$ cat config.mk
export PLATFORM = sky130hd
export DESIGN_NAME = thermocouple_table_interpolator
export DESIGN_NICKNAME = d
export VERILOG_FILES = /design/src/hw/rtl/tti_pkg.sv /design/src/hw/rtl/tti_ram.sv /design/src/hw/rtl/tti_divider.sv /design/src/hw/rtl/tti_datapath.sv /design/src/hw/rtl/tti_ctrl.sv /design/src/hw/rtl/thermocouple_table_interpolator.sv
export SDC_FILE = /design/constraint.sdc
export NUM_CORES = 2
export LEC_CHECK = 0
export ABC_AREA = 0
export BUFFER_PORTS_ARGS = -buffer_cell sky130_fd_sc_hd__buf_2
export CAP_MARGIN = 0
export CORE_ASPECT_RATIO = 0.5
export CORE_MARGIN = 2
export CORE_UTILIZATION = 58
export DETAILED_ROUTE_END_ITERATION = 8
export PLACE_DENSITY = 0.82
export REMOVE_ABC_BUFFERS = 1
export SLEW_MARGIN = 15
export SYNTH_ARGS = -nofsm -noshare
export SYNTH_HDL_FRONTEND = slang
export SYNTH_SLANG_ARGS = --single-unit
$ cat constraint.sdc
create_clock -name clk -period 12.7 [get_ports clk]
set_clock_uncertainty 0.05 [all_clocks]
set_input_delay 2.54 -clock clk [delete_from_list [all_inputs] [get_ports clk]]
set_output_delay 2.54 -clock clk [all_outputs]
set_load 0.05 [all_outputs]
$ cat src/hw/rtl/tti_pkg.sv
`timescale 1ns / 1ps

package tti_pkg;

    localparam int MAX_POINTS_DEF = 64;

    localparam int VAL_W    = 20;
    localparam int DIFF_W   = VAL_W + 1;
    localparam int PROD_W   = 2 * DIFF_W;
    localparam int SUM_W    = PROD_W + 1;
    localparam int CFG_W    = 7;
    localparam int SLOT_W   = 6;
    localparam int CMD_W    = 2;
    localparam int STATUS_W = 2;

    localparam logic [CMD_W-1:0] CMD_LOAD = 2'd0;
    localparam logic [CMD_W-1:0] CMD_T2V  = 2'd1;
    localparam logic [CMD_W-1:0] CMD_V2T  = 2'd2;

    localparam logic [STATUS_W-1:0] STATUS_OK    = 2'd0;
    localparam logic [STATUS_W-1:0] STATUS_RANGE = 2'd1;
    localparam logic [STATUS_W-1:0] STATUS_SPAN  = 2'd2;

    localparam logic signed [VAL_W-1:0] VAL_MAX = 20'sh7FFFF;
    localparam logic signed [VAL_W-1:0] VAL_MIN = 20'sh80000;

    typedef enum logic [1:0] {
        RD_ZERO,
        RD_LAST,
        RD_NEXT
    } tti_rd_sel_t;

    typedef struct packed {
        logic                accept;
        logic                ram_we;
        tti_rd_sel_t         rd_sel;
        logic                load_prev;
        logic                load_diff;
        logic                load_prod;
        logic                div_start;
        logic                load_sum;
        logic                load_out;
        logic                out_use_res;
        logic [STATUS_W-1:0] out_status;
    } tti_ctl_t;

    typedef struct packed {
        logic is_load;
        logic is_conv;
        logic n_zero;
        logic n_one;
        logic out_of_range;
        logic found;
        logic at_last;
        logic span_zero;
        logic div_done;
    } tti_stat_t;

endpackage

$ cat src/hw/rtl/tti_ram.sv
`timescale 1ns / 1ps

module tti_ram #(
    parameter int WIDTH = 20,
    parameter int DEPTH = 64
) (
    input  logic                     clk,
    input  logic                     we,
    input  logic [$clog2(DEPTH)-1:0] waddr,
    input  logic [WIDTH-1:0]         wdata,
    input  logic [$clog2(DEPTH)-1:0] raddr,
    output logic [WIDTH-1:0]         rdata
);

    logic [WIDTH-1:0] mem [DEPTH];

    always_ff @(posedge clk)
    begin
        if (we)
        begin
            mem[waddr] <= wdata;
        end
        rdata <= mem[raddr];
    end

endmodule

$ cat src/hw/rtl/tti_divider.sv
`timescale 1ns / 1ps

// Restoring signed divider, one quotient bit per cycle, truncates toward zero.
module tti_divider #(
    parameter int NUM_W = 42,
    parameter int DEN_W = 21
) (
    input  logic                    clk,
    input  logic                    rst_n,
    input  logic                    start,
    input  logic signed [NUM_W-1:0] dividend,
    input  logic signed [DEN_W-1:0] divisor,
    output logic                    done,
    output logic signed [NUM_W-1:0] quotient
);

    localparam int CNT_W = $clog2(NUM_W + 1);

    logic             busy_reg, busy_next;
    logic             done_reg, done_next;
    logic [CNT_W-1:0] cnt_reg, cnt_next;
    logic [DEN_W-1:0] rem_reg, rem_next;
    logic [NUM_W-1:0] quo_reg, quo_next;
    logic [DEN_W-1:0] den_reg, den_next;
    logic             neg_reg, neg_next;

    logic [DEN_W:0]   rem_sh;
    logic [DEN_W:0]   rem_sub;
    logic             ge;

    assign rem_sh  = {rem_reg, quo_reg[NUM_W-1]};
    assign rem_sub = rem_sh - {1'b0, den_reg};
    assign ge      = (rem_sh >= {1'b0, den_reg});

    always_comb
    begin
        busy_next = busy_reg;
        done_next = 1'b0;
        cnt_next  = cnt_reg;
        rem_next  = rem_reg;
        quo_next  = quo_reg;
        den_next  = den_reg;
        neg_next  = neg_reg;
        if (start)
        begin
            busy_next = 1'b1;
            cnt_next  = CNT_W'(NUM_W);
            rem_next  = '0;
            quo_next  = dividend[NUM_W-1] ? NUM_W'(-dividend) : NUM_W'(dividend);
            den_next  = divisor[DEN_W-1] ? DEN_W'(-divisor) : DEN_W'(divisor);
            neg_next  = dividend[NUM_W-1] ^ divisor[DEN_W-1];
        end
        else if (busy_reg)
        begin
            rem_next = ge ? rem_sub[DEN_W-1:0] : rem_sh[DEN_W-1:0];
            quo_next = {quo_reg[NUM_W-2:0], ge};
            cnt_next = cnt_reg - CNT_W'(1);
            if (cnt_reg == CNT_W'(1))
            begin
                busy_next = 1'b0;
                done_next = 1'b1;
            end
        end
    end

    always_ff @(posedge clk or negedge rst_n)
    begin
        if (!rst_n)
        begin
            busy_reg <= 1'b0;
            done_reg <= 1'b0;
        end
        else
        begin
            busy_reg <= busy_next;
            done_reg <= done_next;
        end
    end

    always_ff @(posedge clk)
    begin
        cnt_reg <= cnt_next;
        rem_reg <= rem_next;
        quo_reg <= quo_next;
        den_reg <= den_next;
        neg_reg <= neg_next;
    end

    assign done     = done_reg;
    assign quotient = neg_reg ? $signed(-quo_reg) : $signed(quo_reg);

endmodule

$ cat src/hw/rtl/tti_datapath.sv
`timescale 1ns / 1ps

module tti_datapath import tti_pkg::*; #(
    parameter int MAX_POINTS = MAX_POINTS_DEF
) (
    input  logic                       clk,
    input  logic                       rst_n,
    input  logic                       cfg_wr_en,
    input  logic [CFG_W-1:0]           cfg_wr_data,
    input  logic [CMD_W-1:0]           cmd,
    input  logic [SLOT_W-1:0]          point_index,
    input  logic signed [VAL_W-1:0]    point_temperature,
    input  logic signed [VAL_W-1:0]    point_voltage,
    input  logic signed [VAL_W-1:0]    query_value,
    input  tti_ctl_t                   ctl,
    output tti_stat_t                  stat,
    output logic signed [VAL_W-1:0]    result_value,
    output logic [STATUS_W-1:0]        status
);

    localparam int AW = $clog2(MAX_POINTS);
    localparam int NW = $clog2(MAX_POINTS + 1);

    logic [CFG_W-1:0]           points_used_reg;
    logic [CMD_W-1:0]           cmd_reg;
    logic [SLOT_W-1:0]          slot_reg;
    logic signed [VAL_W-1:0]    pt_t_reg;
    logic signed [VAL_W-1:0]    pt_v_reg;
    logic signed [VAL_W-1:0]    q_reg;
    logic [AW-1:0]              idx_reg;
    logic signed [VAL_W-1:0]    prev_key_reg;
    logic signed [VAL_W-1:0]    prev_val_reg;
    logic signed [DIFF_W-1:0]   span_reg;
    logic signed [DIFF_W-1:0]   dv_reg;
    logic signed [DIFF_W-1:0]   dq_reg;
    logic signed [PROD_W-1:0]   prod_reg;
    logic signed [VAL_W-1:0]    res_reg;

    logic [NW-1:0]              n_w;
    logic [AW-1:0]              n_last;
    logic                       slot_ok;
    logic                       v2t;
    logic [AW-1:0]              rd_addr;
    logic [VAL_W-1:0]           t_rd;
    logic [VAL_W-1:0]           v_rd;
    logic signed [VAL_W-1:0]    key_rd;
    logic signed [VAL_W-1:0]    val_rd;
    logic                       div_done;
    logic signed [PROD_W-1:0]   quotient;
    logic signed [SUM_W-1:0]    sum_w;
    logic signed [VAL_W-1:0]    sat_w;

    assign n_w     = (int'(points_used_reg) > MAX_POINTS) ? NW'(MAX_POINTS)
                                                          : NW'(points_used_reg);
    assign n_last  = AW'(n_w - NW'(1));
    assign slot_ok = (int'(slot_reg) < MAX_POINTS);
    assign v2t     = (cmd_reg == CMD_V2T);

    always_comb
    begin
        unique case (ctl.rd_sel)
            RD_ZERO: rd_addr = '0;
            RD_LAST: rd_addr = n_last;
            RD_NEXT: rd_addr = idx_reg + AW'(1);
            default: rd_addr = '0;
        endcase
    end

    tti_ram #(
        .WIDTH (VAL_W),
        .DEPTH (MAX_POINTS)
    ) u_temp_ram (
        .clk   (clk),
        .we    (ctl.ram_we && slot_ok),
        .waddr (AW'(slot_reg)),
        .wdata (pt_t_reg),
        .raddr (rd_addr),
        .rdata (t_rd)
    );

    tti_ram #(
        .WIDTH (VAL_W),
        .DEPTH (MAX_POINTS)
    ) u_volt_ram (
        .clk   (clk),
        .we    (ctl.ram_we && slot_ok),
        .waddr (AW'(slot_reg)),
        .wdata (pt_v_reg),
        .raddr (rd_addr),
        .rdata (v_rd)
    );

    assign key_rd = v2t ? $signed(v_rd) : $signed(t_rd);
    assign val_rd = v2t ? $signed(t_rd) : $signed(v_rd);

    tti_divider #(
        .NUM_W (PROD_W),
        .DEN_W (DIFF_W)
    ) u_divider (
        .clk      (clk),
        .rst_n    (rst_n),
        .start    (ctl.div_start),
        .dividend (prod_reg),
        .divisor  (span_reg),
        .done     (div_done),
        .quotient (quotient)
    );

    assign sum_w = SUM_W'(quotient) + SUM_W'(prev_val_reg);

    always_comb
    begin
        priority if (sum_w > SUM_W'(VAL_MAX))
        begin
            sat_w = VAL_MAX;
        end
        else if (sum_w < SUM_W'(VAL_MIN))
        begin
            sat_w = VAL_MIN;
        end
        else
        begin
            sat_w = sum_w[VAL_W-1:0];
        end
    end

    always_comb
    begin
        stat.is_load      = (cmd_reg == CMD_LOAD);
        stat.is_conv      = (cmd_reg == CMD_T2V) || (cmd_reg == CMD_V2T);
        stat.n_zero       = (n_w == '0);
        stat.n_one        = (n_w == NW'(1));
        stat.out_of_range = (q_reg < prev_key_reg) || (q_reg > key_rd);
        stat.found        = (q_reg <= key_rd);
        stat.at_last      = (idx_reg == n_last);
        stat.span_zero    = (span_reg == '0);
        stat.div_done     = div_done;
    end

    always_ff @(posedge clk or negedge rst_n)
    begin
        if (!rst_n)
        begin
            points_used_reg <= '0;
        end
        else if (cfg_wr_en)
        begin
            points_used_reg <= cfg_wr_data;
        end
    end

    always_ff @(posedge clk)
    begin
        if (ctl.accept)
        begin
            cmd_reg  <= cmd;
            slot_reg <= point_index;
            pt_t_reg <= point_temperature;
            pt_v_reg <= point_voltage;
            q_reg    <= query_value;
            idx_reg  <= '0;
        end
        else if (ctl.rd_sel == RD_NEXT)
        begin
            idx_reg <= idx_reg + AW'(1);
        end
        if (ctl.load_prev)
        begin
            prev_key_reg <= key_rd;
            prev_val_reg <= val_rd;
        end
        if (ctl.load_diff)
        begin
            span_reg <= DIFF_W'(key_rd) - DIFF_W'(prev_key_reg);
            dv_reg   <= DIFF_W'(val_rd) - DIFF_W'(prev_val_reg);
            dq_reg   <= DIFF_W'(q_reg) - DIFF_W'(prev_key_reg);
        end
        if (ctl.load_prod)
        begin
            prod_reg <= PROD_W'(dv_reg * dq_reg);
        end
        if (ctl.load_sum)
        begin
            res_reg <= sat_w;
        end
        if (ctl.load_out)
        begin
            result_value <= ctl.out_use_res ? res_reg : '0;
            status       <= ctl.out_status;
        end
    end

endmodule

$ cat src/hw/rtl/tti_ctrl.sv
`timescale 1ns / 1ps

module tti_ctrl import tti_pkg::*; (
    input  logic      clk,
    input  logic      rst_n,
    input  logic      in_valid,
    output logic      in_ready,
    output logic      out_valid,
    input  logic      out_ready,
    input  tti_stat_t stat,
    output tti_ctl_t  ctl
);

    typedef enum logic [3:0] {
        S_IDLE,
        S_DECODE,
        S_LOAD,
        S_RD_LAST,
        S_CHECK,
        S_SCAN,
        S_MUL,
        S_DIV_START,
        S_DIV_WAIT,
        S_OUT
    } state_t;

    state_t              state_reg, state_next;
    logic                out_valid_reg, out_valid_next;
    logic [STATUS_W-1:0] st_code_reg, st_code_next;
    logic                use_res_reg, use_res_next;
    logic                out_free;

    assign in_ready  = (state_reg == S_IDLE);
    assign out_valid = out_valid_reg;
    assign out_free  = !out_valid_reg || out_ready;

    always_comb
    begin
        ctl             = '0;
        ctl.rd_sel      = RD_ZERO;
        ctl.out_use_res = use_res_reg;
        ctl.out_status  = st_code_reg;
        state_next      = state_reg;
        st_code_next    = st_code_reg;
        use_res_next    = use_res_reg;
        out_valid_next  = out_valid_reg && !out_ready;

        unique case (state_reg)
            S_IDLE:
            begin
                if (in_valid)
                begin
                    ctl.accept   = 1'b1;
                    st_code_next = STATUS_OK;
                    use_res_next = 1'b0;
                    state_next   = S_DECODE;
                end
            end
            S_DECODE:
            begin
                priority if (stat.is_load)
                begin
                    state_next = S_LOAD;
                end
                else if (stat.is_conv && stat.n_zero)
                begin
                    st_code_next = STATUS_SPAN;
                    state_next   = S_OUT;
                end
                else if (stat.is_conv)
                begin
                    ctl.rd_sel = RD_ZERO;
                    state_next = S_RD_LAST;
                end
                else
                begin
                    state_next = S_OUT;
                end
            end
            S_LOAD:
            begin
                ctl.ram_we = 1'b1;
                state_next = S_OUT;
            end
            S_RD_LAST:
            begin
                ctl.load_prev = 1'b1;
                ctl.rd_sel    = RD_LAST;
                state_next    = S_CHECK;
            end
            S_CHECK:
            begin
                priority if (stat.out_of_range)
                begin
                    st_code_next = STATUS_RANGE;
                    state_next   = S_OUT;
                end
                else if (stat.n_one)
                begin
                    st_code_next = STATUS_SPAN;
                    state_next   = S_OUT;
                end
                else
                begin
                    ctl.rd_sel = RD_NEXT;
                    state_next = S_SCAN;
                end
            end
            S_SCAN:
            begin
                priority if (stat.found)
                begin
                    ctl.load_diff = 1'b1;
                    state_next    = S_MUL;
                end
                else if (stat.at_last)
                begin
                    st_code_next = STATUS_SPAN;
                    state_next   = S_OUT;
                end
                else
                begin
                    ctl.load_prev = 1'b1;
                    ctl.rd_sel    = RD_NEXT;
                end
            end
            S_MUL:
            begin
                if (stat.span_zero)
                begin
                    st_code_next = STATUS_SPAN;
                    state_next   = S_OUT;
                end
                else
                begin
                    ctl.load_prod = 1'b1;
                    state_next    = S_DIV_START;
                end
            end
            S_DIV_START:
            begin
                ctl.div_start = 1'b1;
                state_next    = S_DIV_WAIT;
            end
            S_DIV_WAIT:
            begin
                if (stat.div_done)
                begin
                    ctl.load_sum = 1'b1;
                    use_res_next = 1'b1;
                    state_next   = S_OUT;
                end
            end
            S_OUT:
            begin
                if (out_free)
                begin
                    ctl.load_out   = 1'b1;
                    out_valid_next = 1'b1;
                    state_next     = S_IDLE;
                end
            end
            default:
            begin
                state_next = S_IDLE;
            end
        endcase
    end

    always_ff @(posedge clk or negedge rst_n)
    begin
        if (!rst_n)
        begin
            state_reg     <= S_IDLE;
            out_valid_reg <= 1'b0;
            st_code_reg   <= STATUS_OK;
            use_res_reg   <= 1'b0;
        end
        else
        begin
            state_reg     <= state_next;
            out_valid_reg <= out_valid_next;
            st_code_reg   <= st_code_next;
            use_res_reg   <= use_res_next;
        end
    end

endmodule

$ cat src/hw/rtl/thermocouple_table_interpolator.sv
`timescale 1ns / 1ps

// Piecewise-linear thermocouple table: cmd 0 loads one (temperature, voltage)
// point, cmd 1 converts temperature (1/16 C) to microvolts, cmd 2 the reverse.
// Every transaction returns exactly one result (status 0 ok, 1 out of range,
// 2 empty table, no segment or zero span). Points must be loaded before
// points_used covers them. A conversion finds its segment by a linear scan
// (one table read per cycle from the point memory), then interpolates with
// the bit-serial divider. One transaction is in flight at a time; the next
// one is taken as soon as the result sits in the output register.
module thermocouple_table_interpolator import tti_pkg::*; #(
    parameter int MAX_POINTS = MAX_POINTS_DEF
) (
    input  logic                    clk,
    input  logic                    rst_n,
    input  logic                    cfg_wr_en,
    input  logic [CFG_W-1:0]        cfg_wr_data,
    input  logic                    in_valid,
    output logic                    in_ready,
    input  logic [CMD_W-1:0]        cmd,
    input  logic [SLOT_W-1:0]       point_index,
    input  logic signed [VAL_W-1:0] point_temperature,
    input  logic signed [VAL_W-1:0] point_voltage,
    input  logic signed [VAL_W-1:0] query_value,
    output logic                    out_valid,
    input  logic                    out_ready,
    output logic signed [VAL_W-1:0] result_value,
    output logic [STATUS_W-1:0]     status
);

    tti_ctl_t  ctl;
    tti_stat_t stat;

    tti_ctrl u_ctrl (
        .clk       (clk),
        .rst_n     (rst_n),
        .in_valid  (in_valid),
        .in_ready  (in_ready),
        .out_valid (out_valid),
        .out_ready (out_ready),
        .stat      (stat),
        .ctl       (ctl)
    );

    tti_datapath #(
        .MAX_POINTS (MAX_POINTS)
    ) u_datapath (
        .clk               (clk),
        .rst_n             (rst_n),
        .cfg_wr_en         (cfg_wr_en),
        .cfg_wr_data       (cfg_wr_data),
        .cmd               (cmd),
        .point_index       (point_index),
        .point_temperature (point_temperature),
        .point_voltage     (point_voltage),
        .query_value       (query_value),
        .ctl               (ctl),
        .stat              (stat),
        .result_value      (result_value),
        .status            (status)
    );

endmodule
== Yosys cells after proc, flatten, opt, wreduce, memory -nomap -nowiden ==
Memory sizes are Yosys's and may differ from the RTL's. A register that Yosys moved wholly into a read port is not among the register bits.
Cells that the tools add are included.

* Multiply operators: 1
* Reductions and logical operators: 17
* Bitwise gates (word level): 1
* Equality and inequality tests: 26
* Multiplexer cells: 63
* Add/subtract/negate cells: 11
* Magnitude comparators: 7

{| class="wikitable"
|+ Operators with widths
! kind !! count
|-
| $mux W42 || 4
|-
| $neg A42 Y42 || 2
|-
| $mux W20 || 4
|-
| $sub A20 B20 Y21 || 3
|-
| $mux W4 || 11
|-
| $add A42 B20 Y43 || 1
|-
| $gt A43 B20 Y1 const B || 1
|-
| $lt A43 B20 Y1 const B || 1
|-
| $mul A21 B21 Y42 || 1
|-
| $pmux W4 S10 || 1
|-
| $mux W1 || 24
|-
| $ge A22 B21 Y1 || 1
|-
| $logic_not A21 Y1 || 1
|-
| $mux W21 || 1
|-
| $neg A21 Y21 || 1
|-
| $sub A21 B21 Y21 || 1
|-
| $gt A20 B20 Y1 || 1
|-
| $le A20 B20 Y1 || 1
|-
| $lt A20 B20 Y1 || 1
|-
| $mux W2 || 10
|-
| $eq A4 B3 Y1 const B || 4
|-
| $pmux W6 S2 || 1
|-
| $sub A6 B1 Y6 const B || 2
|-
| $ne A2 B2 Y1 const B || 5
|-
| 29 further kinds || 43
|}

* Logic and storage cells: 156
* Bits in registers: 369
* Memories: 2
* Input bits: 80
* Output and inout bits: 24
* RAM bits: 2560

{| class="wikitable"
|+ Memories
! memory !! words !! bits a word !! rd ports !! clocked after Yosys merged registers in !! write ports !! line !! RTL
|-
| u_datapath.u_temp_ram.mem || 64 || 20 || 1 || 1 || 1 || tti_ram.sv:15 || <nowiki>logic [WIDTH-1:0] mem [DEPTH];</nowiki>
|-
| u_datapath.u_volt_ram.mem || 64 || 20 || 1 || 1 || 1 || tti_ram.sv:15 ||
|}

== Logic depth before layout (Yosys ltp) ==
* Depth in word-level cells: 9
* Gate-level depth with buffers: 32
* Depth with buffers taken out: 26

== Modules after synthesis ==
Synthesis repeated with hierarchy kept, for this count alone.

* Cell total of the unflattened synthesis: 8565
* Area, all modules: 138703.0 um^2

{| class="wikitable"
|+ By module, submodules not included
! module !! cells an instance !! area each (um^2) !! sequential area each (um^2) !! times used
|-
| tti_ram || 2243 || 49495.0 || 38837.2 || 2
|-
| tti_datapath || 3199 || 32009.4 || 7952.6 || 1
|-
| tti_divider || 796 || 6951.7 || 2512.4 || 1
|-
| tti_ctrl || 84 || 752.0 || 200.2 || 1
|}

== Worst setup path after synthesis ==
OpenSTA, ideal clock, no wires.

* Path kind: register to register
* Start point: reg u_datapath.dv_reg[20]
* End point: reg u_datapath.prod_reg[41], data pin
* Arrival time: 6407 ps
* Path buffers: 1
* Cell stages (with the launch flop): 24
* Slack: 5982 ps
* Period minus slack after synthesis: 6718 ps
* Library setup time: 261 ps
* Required time: 12389 ps
* Path through: edfxtp_1 > clkbuf_1 > nand2_1 > fa_1 > fa_1 > inv_1 > fa_1 > inv_1 > fa_1 > inv_1 > fa_1 > fa_1 > inv_1 > fa_1 > inv_1 > ha_1 > a21o_1 > a21o_1 > a21o_1 > a21oi_1 > o21bai_1 > a311oi_1 > nor2b_1 > a211oi_1

* Word-level cells in the longest chain between the ends: 1

{| class="wikitable"
|+ RTL lines
! item !! line !! RTL
|-
| start: declaration || tti_datapath.sv:34 || <nowiki>logic signed [DIFF_W-1:0] dv_reg;</nowiki>
|-
| start signal: assignment || tti_datapath.sv:175 || <nowiki>dv_reg <= DIFF_W'(val_rd) - DIFF_W'(prev_val_reg);</nowiki>
|-
| $mul A21 B21 Y42 || tti_datapath.sv:180 || <nowiki>prod_reg <= PROD_W'(dv_reg * dq_reg);</nowiki>
|-
| end signal: assignment || tti_datapath.sv:180 ||
|-
| end: declaration || tti_datapath.sv:36 || <nowiki>logic signed [PROD_W-1:0] prod_reg;</nowiki>
|}

No other way between the ends.
A chain may end at the register's enable or synchronous reset.

== Worst setup path in the final report ==
* Start point: reg u_datapath.cmd_reg[0]
* End point: reg u_datapath.u_temp_ram.rdata[13], read port of u_datapath.u_temp_ram.mem

* Word-level cells in the longest chain between the ends: 8
* Elaborated cells between the ends (all ways): 11
* Classes of those cells: order compare: 2; eq/ne: 3; mux: 5; reduce/logical: 1

{| class="wikitable"
|+ RTL lines
! item !! line !! RTL
|-
| start: declaration || tti_datapath.sv:25 || <nowiki>logic [CMD_W-1:0] cmd_reg;</nowiki>
|-
| start signal: assignment || tti_datapath.sv:156 || <nowiki>cmd_reg <= cmd;</nowiki>
|-
| $eq A2 B2 Y1 * || tti_datapath.sv:57 || <nowiki>assign v2t = (cmd_reg == CMD_V2T);</nowiki>
|-
| $mux W20 * || tti_datapath.sv:93 || <nowiki>assign key_rd = v2t ? $signed(v_rd) : $signed(t_rd);</nowiki>
|-
| via u_datapath.key_rd[13] || tti_datapath.sv:46 || <nowiki>logic signed [VAL_W-1:0] key_rd;</nowiki>
|-
| $gt A20 B20 Y1 || tti_datapath.sv:133 || <nowiki>stat.out_of_range = (q_reg < prev_key_reg) || (q_reg > key_rd);</nowiki>
|-
| $logic_or A1 B1 Y1 || tti_datapath.sv:133 ||
|-
| $mux W2 || tti_ctrl.sv:93 || <nowiki>priority if (stat.out_of_range)</nowiki>
|-
| $pmux W2 S3 * || tti_ctrl.sv:48 || <nowiki>unique case (state_reg)</nowiki>
|-
| $eq A2 B2 Y1 or $eq A2 B1 Y1 (tied branches) || tti_datapath.sv:61 || <nowiki>unique case (ctl.rd_sel)</nowiki>
|-
| $pmux W6 S2 * || tti_datapath.sv:61 ||
|-
| end: declaration || tti_ram.sv:12 || <nowiki>output logic [WIDTH-1:0] rdata</nowiki>
|}

The timed path passes the listed nets; every way through them passes the cells marked *.

==> summary.md <==
| Metric | Value |
|---|---|
| Number of instances resized during post-cts repair | `0` |
| Switching power as a share of total power | `35.3%` |
| Number of antenna violations at the first check in global routing | `21` |
| Max VDD drop | `0.746 mV` |
| Worst hold margin | `446 ps` |
| Die Ht | `354 um` |
| CTS H-tree depth | `4` |
| Max Slew Vio Count | `0` |
| Class of the tightest hold or removal check | `flop to flop` |
| Worst-path fanout max | `86` |
| CP Class | `flop to flop` |
| Global-route congestion overflow total | `0` |
| Unrepaired setup endpoints after global routing | `false` |
| DRC | `0` |
| Count of nets after finishing | `10700` |
| Site row count | `128` |
| Area of the die | `249000 sq um` |
| Worst slew pin tran | `1290 ps` |
| Vias in the first global route | `87600` |
| Number of warnings issued by yosys | `0` |
| Proportion of synthesized flip-flops having asynchronous set or reset | `0.573%` |
| First DRT Iteration DRCs | `13000` |
| Combinational group share of total power | `38.7%` |
| Final Hold Violating Endpoints | `0` |
| Internal power component | `20.9 mW` |
| Area of the core region | `243000 sq um` |
| Clock transition time at the flip-flop clock pins of the worst setup and hold paths | `70 ps` |
| Cell at the root of the clock tree | `clkbuf_16` |
| Count of port buffers added during placement | `103` |
| Synthesis-to-finish area growth | `8.69%` |
| Worst path slowest cell | `a211oi_1` |
| CP max stage delay | `970 ps` |
| Filler cell count in the final layout | `16500` |
| Hold buffers post-CTS | `0` |
| Main flop type after synthesis | `edfxtp_1` |
| Maximum root-to-sink buffer count | `4` |
| Residual antenna-violating net count after detailed routing | `0` |
| Most frequent standard cell in the layout excluding fill and tap cells | `edfxtp_1` |
| Vias/cell | `6.61` |
| Proportion of power drawn by flip-flops and latches | `37.9%` |
| Leak Pwr | `50.4 nW` |
| Endpoint of the worst hold-timing path | `u_datapath.u_divider.rem_reg[20]` |
| Synthesized netlist cell count | `10000` |
| Clock insertion delay at the later pin of the skew report | `960 ps` |
| Hold_sp | `u_datapath.u_divider.rem_reg[20]` |
| CP Data Required Time | `13290 ps` |
| Internal reg-to-reg setup slack | `3350 ps` |
| Global-route wire length before repair | `548000 um` |
| Count of flip-flops with a built-in enable after synthesis | `2879` |
| Worst Setup End Kind | `flop` |
| R2R Path End | `u_datapath.u_temp_ram.rdata[13]` |
| Post-CTS setup-driven buffer insertion count | `0` |
| Minimum clock period | `9350 ps` |
| Post-synth design cell area | `142000 sq um` |
| Initial core utilization | `58.3%` |
| Power Dens Cells | `209 nW/um^2` |
| Layer carrying the most global-route usage | `met2` |
| Post-layout util | `63.4%` |
| Global routing met2 resource utilization | `46.2%` |
| Net switching power | `11.4 mW` |
| Worst Setup Start Kind | `flop` |
| Routing usage on met3 | `7.54%` |
| Worst EP arrival | `9940 ps` |
| HPWL after detailed placement | `207000 um` |
| Final routed wirelength across all metal layers | `372000 um` |
| Cell with the most instances on the worst path | `a21o_1` |
| Period utilisation layout | `73.6%` |
| Clock tree from TritonCTS | `done` |
| Flops & latches, synth | `2969` |
| Max-cap violations | `0` |
| Leading registers by flop count | `u_datapath.u_temp_ram.mem x1280, u_datapath.u_volt_ram.mem x1280` |
| Chip Width | `704 um` |
| Largest net degree at the start of global routing | `168` |
| Worst slew margin | `13.7%` |
| Netlist cell types | `87` |
| Routability cong. | `0.908` |
| Peak Freq | `107 MHz` |
| Length in cells of the worst reg-to-reg path | `28` |
| Share of final-layout standard cells stronger than drive strength 1 | `9.69%` |
| Syn Area/Cell | `14.2 sq um` |
| Drt first pass iters | `8` |
| Reg-to-Reg Start | `u_datapath.cmd_reg[0]` |
| GR Layer Usage met1 | `39.5%` |
| Total global routing track utilization | `29.4%` |
| Hold path depth | `2` |
| Sequential fraction of the synthesis area | `62.2%` |
| Top-level port count | `104` |
| Vias post-DR | `88400` |
| TritonCTS buffer count | `248` |
| Routed WL per cell | `27.8 um` |
| Final-report setup violation count | `0` |
| Result of the run | `finished, final reports clean` |
| Leading cell types in the layout, fill and taps excluded | `edfxtp_1, o21ai_0, mux2i_1, or3_1, o211ai_1` |
| Clk network pwr share | `23.5%` |
| Sink count of the clock tree | `2969` |
| Source of the critical timing path | `u_datapath.cmd_reg[0]` |
==> worst max-delay path: cells and delay by family (launching register included) <==
family                   cells  cell delay [ps]
AO/OA/AOI/OAI               14             3860
flip-flops                   1              390
buffers and inverters        7             1890
AND/OR/NAND/NOR              1              790
adder cells (fa/ha/maj)      3              750
multiplexers                 3             1200
==> layout make-up <==
type | count | area [sq um] | area share, %
Timing Repair Buffer | 297 | 2180 | 1.41
Antenna cell | 9 | 22.5 | 0.0146
Sequential cell | 2969 | 88300 | 57.2
Tap cell | 3250 | 4070 | 2.64
Inverter | 644 | 2420 | 1.57
Clock buffer | 330 | 6690 | 4.33
Multi-Input combinational cell | 5760 | 49400 | 32.0
Clock inverter | 125 | 1180 | 0.765
==> worst max-delay path by stage <==
stage / end / slack, ps / cells past startpoint
5_1_grt: u_datapath.u_volt_ram.rdata[3] / 2950 / 29
6_report: u_datapath.u_temp_ram.rdata[13] / 3350 / 28
4_1_cts: u_datapath.u_volt_ram.rdata[1] / 3340 / 28
3_3_place_gp: u_datapath.u_volt_ram.rdata[11] / 3280 / 29
3_5_place_dp: u_datapath.u_volt_ram.rdata[1] / 3500 / 27
2_1_floorplan: u_datapath.u_temp_ram.rdata[0] / -79120 / 23
==> synthesized netlist by cell type (all sizes together) (41+ instances only) <==
| library cell | instances | area share, % |
|---|---|---|
| edfxtp | 2879 | 61 |
| o21ai | 806 | 2.8 |
| mux2i | 696 | 4.9 |
| or3 | 681 | 3.0 |
| o211ai | 659 | 3.5 |
| inv | 642 | 1.7 |
| clkbuf | 538 | 1.4 |
| fa | 464 | 6.5 |
| nand2 | 415 | 1.1 |
| ha | 268 | 2.4 |
| and2 | 237 | 1.0 |
| nor2 | 205 | 0.54 |
| a21oi | 202 | 0.71 |
| xnor2 | 168 | 1.0 |
| mux4 | 160 | 2.5 |
| buf | 104 | 0.29 |
| a21o | 91 | 0.48 |
| xor2 | 81 | 0.50 |
| dfxtp | 73 | 1.0 |
| nor2b | 72 | 0.32 |
| a211oi | 55 | 0.29 |
| nor3 | 48 | 0.18 |
| mux2 | 46 | 0.36 |
| nand3 | 41 | 0.14 |
==> logic make-up (layout without fill, tap and decap cells) <==
| group | after synthesis | in the layout | synth area share (%) |
|---|---|---|---|
| XOR/XNOR | 249 | 249 | 1.54 |
| buffers and inverters | 1286 | 1396 | 3.42 |
| adder cells (fa/ha/maj) | 732 | 732 | 8.90 |
| other | 0 | 9 | 0 |
| flip-flops | 2969 | 2969 | 62.2 |
| multiplexers | 902 | 902 | 7.81 |
| AO/OA/AOI/OAI | 2016 | 2016 | 8.97 |
| AND/OR/NAND/NOR | 1861 | 1861 | 7.13 |
==> power groups by stage <==
stage               registers [mW]  logic (mW)  clock network, mW
CTS                           12.2        12.4               7.58
global placement              12.4        12.0                  0
finish                        12.2        12.5               7.57
global route                  12.2        13.9               7.94
detailed placement            12.4        12.3                  0
floorplan                     12.6        9.24                  0
==> metrics by stage <==
| step | TNS, ps | power [mW] | instance area, sq um | setup slack, ps | instances |
|---|---|---|---|---|---|
| 6_report | 0 | 32.3 | 154000 | 3350 | 13400 |
| 5_1_grt | 0 | 34.1 | 154000 | 2950 | 13400 |
| 4_1_cts | 0 | 32.2 | 154000 | 3340 | 13400 |
| 3_5_place_dp | 0 | 24.7 | 146000 | 3500 | 12900 |
| 3_3_place_gp | 0 | 24.4 | 146000 | 3280 | 12900 |
| 2_1_floorplan | -3164990 | 21.8 | 140000 | -79120 | 9373 |
==> routing by layer <==
layer  up-vias  part of all wire, %
li1      37300                    -
met1     44100                   35
met2      5895                   46
met3      1073                   14
met4        16                  4.8
met5         -                0.075
No activity file was read; power rests on OpenSTA's default activity.
